[src/hdl/rldp_pkg.sv]
// rldp_pkg: shared types and constants for the run-length density plane decoder
// status and phase codes, configuration register map, reciprocal constants
// no dependencies
package rldp_pkg;

  localparam int CodeWidth   = 8;
  localparam int PosWidth    = 24;
  localparam int DensWidth   = 32;
  localparam int StatusWidth = 3;

  localparam logic [CodeWidth-1:0] ESCAPE_CODE = 8'hFF;

  // status codes
  localparam logic [StatusWidth-1:0] ST_BUSY     = 3'd0;
  localparam logic [StatusWidth-1:0] ST_OK       = 3'd1;
  localparam logic [StatusWidth-1:0] ST_TRUNC    = 3'd2;
  localparam logic [StatusWidth-1:0] ST_ZERO     = 3'd3;
  localparam logic [StatusWidth-1:0] ST_OVERRUN  = 3'd4;
  localparam logic [StatusWidth-1:0] ST_MISMATCH = 3'd5;

  // decoder phase codes
  localparam logic [1:0] PH_LEAD  = 2'd0;
  localparam logic [1:0] PH_VALUE = 2'd1;
  localparam logic [1:0] PH_COUNT = 2'd2;

  // configuration register indexes
  localparam logic [1:0] CFG_FULL_COUNT    = 2'd0;
  localparam logic [1:0] CFG_WINDOW_OFFSET = 2'd1;
  localparam logic [1:0] CFG_WINDOW_COUNT  = 2'd2;
  localparam logic [1:0] CFG_MAX_DENSITY   = 2'd3;

  // floor(n / 127) = (n * RECIP_BIG) >> RECIP_BIG_SHIFT for n < 2**31
  localparam logic [31:0] RECIP_BIG       = 32'd2164392969;
  localparam int          RECIP_BIG_SHIFT = 38;
  // floor(n / 127) = (n * RECIP_SMALL) >> RECIP_SMALL_SHIFT for n < 2**15
  localparam logic [15:0] RECIP_SMALL       = 16'd33027;
  localparam int          RECIP_SMALL_SHIFT = 22;
  localparam logic [7:0]  HALF_DIVISOR      = 8'd127;

  typedef struct packed {
    logic [PosWidth-1:0]  full_count;
    logic [PosWidth-1:0]  window_offset;
    logic [PosWidth-1:0]  window_count;
    logic [DensWidth-1:0] max_density;
  } cfg_t;

  typedef struct packed {
    logic                   has_run;
    logic [PosWidth-1:0]    run_start;
    logic [CodeWidth-1:0]   run_length;
    logic [StatusWidth-1:0] status;
  } rep_t;

  typedef struct packed {
    rep_t                 rep;
    logic [CodeWidth-1:0] value;
  } run_t;

endpackage

[src/hdl/rle_density_plane_decoder.sv]
// rle_density_plane_decoder: run-length frame decoder with plane window clipping
// pipeline: input register s0, decoder into s1, then s2 and the output register
// throughput: one input word per cycle unless out_ready stalls the pipeline
// reset: rst (synchronous) clears frame state and pipeline valids and loads the
// register defaults; the density scale follows max_density through its registers
module rle_density_plane_decoder import rldp_pkg::*; (
  input  logic                   clk,
  input  logic                   rst,
  input  logic                   in_valid,
  output logic                   in_ready,
  input  logic [CodeWidth-1:0]   code_byte,
  input  logic                   frame_end,
  output logic                   out_valid,
  input  logic                   out_ready,
  output logic                   has_run,
  output logic [PosWidth-1:0]    run_start,
  output logic [CodeWidth-1:0]   run_length,
  output logic [DensWidth-1:0]   density,
  output logic [StatusWidth-1:0] status,
  input  logic                   cfg_write,
  input  logic [1:0]             cfg_index,
  input  logic [DensWidth-1:0]   cfg_data
);

  cfg_t cfg;

  logic                 s0_valid;
  logic [CodeWidth-1:0] s0_code;
  logic                 s0_last;
  logic                 s1_valid;
  run_t                 s1_run;
  logic                 s2_valid;
  rep_t                 s2_rep;
  rep_t                 out_rep;

  logic out_free, s2_free, s1_free, s0_free, step;
  run_t dec_run;
  logic dec_emit;

  always_ff @(posedge clk) begin
    if (rst) begin
      cfg.full_count    <= 24'd1;
      cfg.window_offset <= '0;
      cfg.window_count  <= 24'd1;
      cfg.max_density   <= '0;
    end else if (cfg_write) begin
      unique case (cfg_index)
        CFG_FULL_COUNT:    cfg.full_count    <= cfg_data[PosWidth-1:0];
        CFG_WINDOW_OFFSET: cfg.window_offset <= cfg_data[PosWidth-1:0];
        CFG_WINDOW_COUNT:  cfg.window_count  <= cfg_data[PosWidth-1:0];
        CFG_MAX_DENSITY:   cfg.max_density   <= cfg_data;
        default: ;
      endcase
    end
  end

  // each stage advances when the stage after it is empty or moving
  assign out_free = !out_valid || out_ready;
  assign s2_free  = !s2_valid || out_free;
  assign s1_free  = !s1_valid || s2_free;
  assign s0_free  = !s0_valid || s1_free;
  assign step     = s0_valid && s1_free;
  assign in_ready = s0_free;

  always_ff @(posedge clk) begin
    if (rst) begin
      s0_valid <= 1'b0;
    end else if (s0_free) begin
      s0_valid <= in_valid;
    end
  end

  always_ff @(posedge clk) begin
    if (in_valid && s0_free) begin
      s0_code <= code_byte;
      s0_last <= frame_end;
    end
  end

  rldp_decode u_decode (
    .clk       (clk),
    .rst       (rst),
    .step      (step),
    .code_byte (s0_code),
    .frame_end (s0_last),
    .cfg       (cfg),
    .run       (dec_run),
    .emit      (dec_emit)
  );

  // words that produce no result drop out here
  always_ff @(posedge clk) begin
    if (rst) begin
      s1_valid <= 1'b0;
      s2_valid <= 1'b0;
      out_valid <= 1'b0;
    end else begin
      if (s1_free) s1_valid <= step && dec_emit;
      if (s2_free) s2_valid <= s1_valid;
      if (out_free) out_valid <= s2_valid;
    end
  end

  always_ff @(posedge clk) begin
    if (s1_free) s1_run <= dec_run;
    if (s2_free) s2_rep <= s1_run.rep;
    if (out_free) out_rep <= s2_rep;
  end

  rldp_scale u_scale (
    .clk         (clk),
    .max_density (cfg.max_density),
    .load_mul    (s2_free),
    .value       (s1_run.rep.has_run ? s1_run.value : '0),
    .load_out    (out_free),
    .density     (density)
  );

  assign has_run    = out_rep.has_run;
  assign run_start  = out_rep.run_start;
  assign run_length = out_rep.run_length;
  assign status     = out_rep.status;

endmodule

[src/hdl/rldp_decode.sv]
// rldp_decode: escape-marker byte decoder with frame position and window clipping
// holds the per-frame state; produces at most one run report per consumed byte
// depends on rldp_pkg
module rldp_decode import rldp_pkg::*; (
  input  logic                 clk,
  input  logic                 rst,
  input  logic                 step,
  input  logic [CodeWidth-1:0] code_byte,
  input  logic                 frame_end,
  input  cfg_t                 cfg,
  output run_t                 run,
  output logic                 emit
);

  logic [1:0]           phase, phase_next;
  logic [CodeWidth-1:0] held_value, held_value_next;
  logic [PosWidth:0]    out_position, out_position_next;
  logic                 error_seen, error_seen_next;

  logic [CodeWidth-1:0] value, repeats;
  logic [PosWidth:0]    end_pos, win_end, win_lo, lo, hi, start_full, len_full;
  logic                 overlap, overrun, is_run, is_fail;
  logic [StatusWidth-1:0] fail_code;

  always_comb begin
    value      = (phase == PH_COUNT) ? held_value : code_byte;
    repeats    = (phase == PH_COUNT) ? code_byte : 8'd1;
    end_pos    = out_position + {{(PosWidth+1-CodeWidth){1'b0}}, repeats};
    win_lo     = {1'b0, cfg.window_offset};
    win_end    = win_lo + {1'b0, cfg.window_count};
    lo         = (out_position > win_lo) ? out_position : win_lo;
    hi         = (end_pos < win_end) ? end_pos : win_end;
    overlap    = lo < hi;
    overrun    = end_pos > {1'b0, cfg.full_count};
    start_full = lo - win_lo;
    len_full   = hi - lo;
  end

  always_comb begin
    phase_next        = phase;
    held_value_next   = held_value;
    out_position_next = out_position;
    error_seen_next   = error_seen;
    run               = '0;
    emit              = 1'b0;
    is_run            = 1'b0;
    is_fail           = 1'b0;
    fail_code         = ST_BUSY;

    if (error_seen) begin
      // dropping until the frame ends
      if (frame_end) begin
        phase_next        = PH_LEAD;
        held_value_next   = '0;
        out_position_next = '0;
        error_seen_next   = 1'b0;
      end
    end else begin
      unique case (phase)
        PH_VALUE: begin
          if (frame_end) begin
            is_fail   = 1'b1;
            fail_code = ST_TRUNC;
          end else begin
            held_value_next = code_byte;
            phase_next      = PH_COUNT;
          end
        end
        PH_COUNT: begin
          if (code_byte == '0) begin
            is_fail   = 1'b1;
            fail_code = ST_ZERO;
          end else begin
            is_run = 1'b1;
          end
        end
        default: begin
          if (code_byte == ESCAPE_CODE) begin
            if (frame_end) begin
              is_fail   = 1'b1;
              fail_code = ST_TRUNC;
            end else begin
              phase_next = PH_VALUE;
            end
          end else begin
            is_run = 1'b1;
          end
        end
      endcase

      if (is_run && overrun) begin
        is_run    = 1'b0;
        is_fail   = 1'b1;
        fail_code = ST_OVERRUN;
      end

      if (is_fail) begin
        emit           = 1'b1;
        run.rep.status = fail_code;
        if (frame_end) begin
          phase_next        = PH_LEAD;
          held_value_next   = '0;
          out_position_next = '0;
          error_seen_next   = 1'b0;
        end else begin
          error_seen_next = 1'b1;
          phase_next      = PH_LEAD;
        end
      end else if (is_run) begin
        out_position_next = end_pos;
        phase_next        = PH_LEAD;
        if (overlap) begin
          run.rep.has_run    = 1'b1;
          run.rep.run_start  = start_full[PosWidth-1:0];
          run.rep.run_length = len_full[CodeWidth-1:0];
          run.value          = value;
        end
        if (frame_end) begin
          run.rep.status    = (end_pos == {1'b0, cfg.full_count}) ? ST_OK : ST_MISMATCH;
          phase_next        = PH_LEAD;
          held_value_next   = '0;
          out_position_next = '0;
          error_seen_next   = 1'b0;
        end
        emit = overlap | frame_end;
      end
    end
  end

  always_ff @(posedge clk) begin
    if (rst) begin
      phase        <= PH_LEAD;
      held_value   <= '0;
      out_position <= '0;
      error_seen   <= 1'b0;
    end else if (step) begin
      phase        <= phase_next;
      held_value   <= held_value_next;
      out_position <= out_position_next;
      error_seen   <= error_seen_next;
    end
  end

endmodule

[src/hdl/rldp_scale.sv]
// rldp_scale: density scaling round(value * max_density / 254), saturating
// max_density is split into quotient and remainder by 254, then two short stages
// depends on rldp_pkg
module rldp_scale import rldp_pkg::*; (
  input  logic                 clk,
  input  logic [DensWidth-1:0] max_density,
  input  logic                 load_mul,
  input  logic [CodeWidth-1:0] value,
  input  logic                 load_out,
  output logic [DensWidth-1:0] density
);

  // max_density = 254 * max_quot + max_rem, refreshed continuously
  logic [62:0]          quot_prod;
  logic [24:0]          max_quot;
  logic [7:0]           max_rem;
  logic [32:0]          quot_x254;
  logic [DensWidth:0]   rem_diff;

  logic [32:0]          prod_hi;
  logic [15:0]          frac;
  logic [30:0]          frac_prod;
  logic [7:0]           frac_quot;
  logic [33:0]          dens_sum;

  always_comb begin
    quot_prod = {1'b0, max_density[DensWidth-1:1]} * {31'd0, RECIP_BIG};
    quot_x254 = {max_quot, 8'd0} - {7'd0, max_quot, 1'b0};
    rem_diff  = {1'b0, max_density} - quot_x254;
  end

  always_ff @(posedge clk) begin
    max_quot <= quot_prod[RECIP_BIG_SHIFT +: 25];
    max_rem  <= rem_diff[7:0];
  end

  // value * max = 254 * value * quot + value * rem
  always_ff @(posedge clk) begin
    if (load_mul) begin
      prod_hi <= {25'd0, value} * {8'd0, max_quot};
      frac    <= {8'd0, value} * {8'd0, max_rem} + {8'd0, HALF_DIVISOR};
    end
  end

  always_comb begin
    frac_prod = {16'd0, frac[15:1]} * {15'd0, RECIP_SMALL};
    frac_quot = frac_prod[RECIP_SMALL_SHIFT +: 8];
    dens_sum  = {1'b0, prod_hi} + {26'd0, frac_quot};
  end

  always_ff @(posedge clk) begin
    if (load_out) begin
      density <= (dens_sum[33:32] != 2'd0) ? {DensWidth{1'b1}} : dens_sum[DensWidth-1:0];
    end
  end

endmodule
[config.mk]
export PLATFORM = sky130hd
export DESIGN_NAME = rle_density_plane_decoder
export DESIGN_NICKNAME = d
export VERILOG_FILES = /design/src/hdl/rldp_pkg.sv /design/src/hdl/rle_density_plane_decoder.sv /design/src/hdl/rldp_decode.sv /design/src/hdl/rldp_scale.sv
export SDC_FILE = /design/constraint.sdc
export NUM_CORES = 2
export LEC_CHECK = 0
export BUFFER_PORTS_ARGS = -buffer_cell sky130_fd_sc_hd__buf_2
export CORE_MARGIN = 2
export CORE_UTILIZATION = 40
export DETAILED_ROUTE_END_ITERATION = 16
export MAX_ROUTING_LAYER = met4
export PLACE_DENSITY = 0.63
export SETUP_SLACK_MARGIN = 0.05
export SLEW_MARGIN = 20
export SYNTH_ARGS = -nofsm -noshare
export SYNTH_HDL_FRONTEND = slang
export SYNTH_SLANG_ARGS = --single-unit
[constraint.sdc]
create_clock -name clk -period 17.5 [get_ports clk]
set_input_delay 1.75 -clock clk [delete_from_list [all_inputs] [get_ports clk]]
set_output_delay 1.75 -clock clk [all_outputs]
set_load 0.01 [all_outputs]
; Word-level counts from Yosys, hierarchy flattened
; Cells that the tools add are included.
[op_classes]
n_mul = 4
magnitude_cmp = 4
n_mux = 54
add_sub_neg = 8
n_eq_ne = 11
n_bitwise = 3
reduce_logical = 26
[op_table]
columns = operator, n
row1 = $mux W25, 7
row2 = $mux W8, 11
row3 = $mul A31 B32 Y63 const B, 1
row4 = $gt A25 B24 Y1, 2
row5 = $lt A25 B25 Y1, 2
row6 = $add A33 B8 Y34, 1
row7 = $mul A8 B25 Y33, 1
row8 = $mux W33, 1
row9 = $mul A15 B16 Y30 const B, 1
row10 = $add A24 B24 Y25, 1
row11 = $add A25 B8 Y25, 1
row12 = $eq A25 B24 Y1, 1
row13 = $sub A24 B24 Y24, 1
row14 = $mux W2, 10
row15 = $add A16 B7 Y16 const B, 1
row16 = $mul A8 B8 Y16, 1
row17 = $mux W1, 16
row18 = $sub A8 B8 Y8, 2
row19 = $mux W3, 4
row20 = $reduce_and A2 Y1, 6
row21 = $mux W11, 1
row22 = $eq A8 B8 Y1 const B, 1
row23 = $logic_not A8 Y1, 1
row24 = $sub A1 B8 Y8 const A, 1
row25 = other kinds (21), 35
[totals]
reg_bits = 383
in_bits = 48
elab_cells = 142

; Longest topological paths before layout
[depth]
depth_word = 11
mapped_depth = 36
ltp_nobuf = 32

; Hierarchy
; From an unflattened synthesis, not the netlist that was laid out.
[unflattened]
cells_unflattened = 3679
hier_area_um2 = 36493.8
[modules_own_cells]
columns = module, cells_each, area_each_um2, instances, seq_area_each_um2
row1 = rldp_scale, 2084, 20350.8, 1, 3062.9
row2 = rle_density_plane_decoder, 532, 8131.5, 1, 5915.7
row3 = rldp_decode, 1063, 8011.4, 1, 720.7

; Worst setup path before layout
; OpenSTA, ideal clock, no wires.
[synth_timing]
path_kind = reg-to-reg
start = reg u_decode.phase[0]
end = reg s1_run[33] (netlist name) (data pin)
t_arrival_ns = 6.702
required_ns = 17.361
setup_time_ns = 0.139
path_slack_ns = 10.659
n_path_buf = 5
path_stages_with_launch = 35
synth_period_minus_slack_ns = 6.841
cell_sequence = dfxtp_1 > inv_1 > ha_1 > clkbuf_1 > clkbuf_1 > and2_1 > ha_1 > a21o_1 > a21oi_1 > o21bai_1 > a211oi_1 > o31ai_1 > a21oi_1 > nor2_1 > nand3_1 > xnor2_1 > ha_1 > nand4_1 > a2111oi_0 > o21ai_1 > a31oi_1 > buf_2 > mux2_2 > ha_1 > nor2b_1 > o21a_1 > o21a_1 > o21ai_0 > a31oi_1 > nor3_1 > o31ai_1 > or3_4 > buf_6 > buf_2 > nor2_1
[synth_between]
elab_chain_len = 9
word_cells_on_any_way = 19
[synth_lines]
columns = element, line_no
row1 = "start, declared", rldp_decode.sv:15  ; logic [1:0] phase, phase_next;
row2 = "start signal, assigned", rldp_decode.sv:137  ; phase <= phase_next;
row3 = branches (longest 8 deep; another with $add A25 B8 Y25), n/a
row4 = $reduce_or A4 Y1 (no line) *, n/a
row5 = "end signal, assigned", rle_density_plane_decoder.sv:105  ; if (s1_free) s1_run <= dec_run;
row6 = "end, declared", rle_density_plane_decoder.sv:31  ; run_t s1_run;
; Mark *: on every way between the ends. The select of a mux whose other input is x is not followed.
; A chain may end at the register's enable or synchronous reset.

; Worst setup path after layout
[layout_timing]
start = reg u_decode.phase[0]
end = reg s1_run[20] (netlist name) (data pin)
; Same word-level chain as after synthesis.

==> flow_summary.toml <==
[routing]
vias = 25700
wl_per_cell_um = 16.8
drtIter0Drc = 1516
dr.pass1.iters = 5
wl_um = 82700
drtAntennaViolNets = 0
remaining_drc_errors = 0
post_drt_via_cell_ratio = 5.23

[clocking]
cts_tree = "yes"
path_clk_slew_ns = 0.07
insertion_delay_ns = 0.64
post_cts_buffers = 0
cts_resized = 0
cts.sinks = 382
cts_made_buffers = 44
h-tree-depth = 2
cts_buffer_depth = 3
cts-root-buf = "clkbuf_16"
holdBufCountCts = 0

[power_and_ir_drop]
switching_share_pct = 34.6
power_mw = 3.22
switchingPower_mw = 1.11
ir_drop_v = 0.0000713
p_seq_share_pct = 39.0
clock_power_share_pct = 29.7
leakage_nw = 20.1
power.density_nw_per_um2 = 83.3
comb_power_share_pct = 31.3
intPower_mw = 2.11

[layout]
final_cell_mix = "ha_1, inv_1, nand2_1"
antenna_cells = 0
final_common_cell = "ha_1"
area_growth_pct = 9.40
drive_above_1_share_pct = 7.26
fin_cells = 4923
layout.nets = 4630
fin_util_pct = 44.0

[worst_setup_path]
cp.arrival_ns = 9.17
r2r_slack_ns = 8.78
worst_path_most_repeated_cell = "ha_1"
worst-path-max-fanout = 39
crit_required_ns = 17.95
path_class = "reg -> reg"
startpoint_type = "register"
critical-path-top-delay-family = "compound AO/OA/AOI/OAI gates"
critPathBufInv = 3
max_stage_delay_ns = 0.67
cp-end-kind = "register"
cp_slowest_cell = "a31oi_4"

[placement]
io_buffer_count = 117
gp_congestion = 0.919
hpwl_um = 65700
dp_cells = 4842

[sta]
relSlewSlack_pct = 27.4
final_hold_viol_count = 0
setup_viol = 0
finalCritPeriodShare_pct = 49.8
rsz0062_at_grt = "false"
min_period_ns = 8.72
max_freq_ghz = 0.115
slew_viol_final = 0
clock_skew_ns = 0.0635
worst_pin_slew_ns = 1.09
fin_tns_setup_ns = 0

[floorplan]
ios = 118
die_y_um = 301
die_width_um = 301
die_area_um2 = 90800
start_util_pct = 40.2
core_area_um2 = 88000
rows = 109

[yosys]
ys.flop_type = "edfxtp_1"
synthArstFlopShare_pct = 0
synth-edff-count = 205
synthCells = 3641
ys_types = 86
synth-seq-cells = 382
yosysWarningCount = 0
synth_seq_area_share_pct = 27.4
avgSynthCellArea_um2 = 9.71
syn_nets = 4548
syn-cell-area_um2 = 35400

[grt]
grt_busiest_layer = "met2"
grt_overflow = 0
grt_pass1_wl_um = 133000
grt_max_degree = 117
use_met2_pct = 29.2
met3_usage_pct = 2.39
grt_usage_pct = 18.9
met1_usage_pct = 26.3
grt_pass1_vias = 25200
antenna_found_initial = 1

[job]
drv_cap = 0

[min_path]
min_path_type = "reg -> reg"

[run_status]
status = "finished clean"
cells by family after synthesis:
family | synth area share, %
xor+xnor | 4.06
mux | 1.95
fa+ha+maj | 35.9
simple gates | 12.8
flops | 27.4
compound gates | 11.6
buf+inv | 6.27
power by group through the flow:
stage | Sequential, mW | Clock, mW | Combinational (mW)
5_1_grt | 1.28 | 1.01 | 1.17
4_1_cts | 1.26 | 0.981 | 1.03
2_1_floorplan | 1.25 | 0 | 0.728
3_5_place_dp | 1.28 | 0 | 1.02
3_3_place_gp | 1.27 | 0 | 1.00
6_report | 1.26 | 0.958 | 1.01
through the flow:
step           hold slack, ns  setup slack, ns  cell area (µm²)
2_1_floorplan           0.331            10.66            35400
3_3_place_gp            0.401             9.13            37200
3_5_place_dp            0.405             8.89            37200
4_1_cts                 0.409             8.81            38700
5_1_grt                 0.419             8.14            38700
6_report                0.412             8.78            38700
routing by layer:
metal	routed length (µm)	share of wire, %
met2	36800	45
met5	0	0
met1	39400	48
met4	1840	2.2
met3	4590	5.6
final timing paths:
path | cells past startpoint | start | end
worst max-delay path | 31 | u_decode.phase[0] | s1_run[20]
worst min-delay path | 0 | s1_run[40] | s2_rep[32]
worst max register to register | 31 | u_decode.phase[0] | s1_run[20]
worst min register to register | 0 | s1_run[40] | s2_rep[32]
synthesized netlist by cell type, types with 61 or more instances:
cell / count / area, µm²
a21o_1: 103 / 773
a21oi_1: 236 / 1180
and3_1: 135 / 845
clkbuf_1: 85 / 319
dfxtp_1: 177 / 3540
edfxtp_1: 205 / 6160
fa_1: 260 / 5200
ha_1: 599 / 7490
inv_1: 479 / 1800
nand2_1: 463 / 1740
nor2_1: 144 / 541
o21ai_0: 61 / 305
xnor2_1: 98 / 858
xor2_1: 64 / 561
layout make-up:
| class | count | area, µm² |
|---|---|---|
| Timing Repair Buffer | 135 | 731 |
| Multi-Input combinational cell | 2681 | 23500 |
| Fill cell | 8474 | 49300 |
| Sequential cell | 382 | 9700 |
| Clock inverter | 31 | 365 |
| Clock buffer | 50 | 1140 |
| Inverter | 479 | 1800 |
| Tap cell | 1165 | 1460 |
sequential cells by signal (all words and copies together), names as in the netlist, 2 cells and up:
signal and flops:
u_scale.density 32, s2_rep 36, u_decode.phase 2, u_scale.max_quot 25, u_scale.frac 15, s0_code 8
u_scale.max_rem 8, status 3, s1_run 44, u_decode.held_value 8, run_length 8, u_decode.out_position 25
cfg 104, u_scale.prod_hi 33, run_start 24
worst register-to-register path: cells and delay by family (launching register included):
kind                     cells  cell delay, ns
AO/OA/AOI/OAI               14            3.66
AND/OR/NAND/NOR              8            1.85
adder cells (fa/ha/maj)      4            1.56
buffers and inverters        3            0.62
multiplexers                 1            0.38
flip-flops                   1            0.32
XOR/XNOR                     1            0.13
Power figures use the tool's default switching activity.
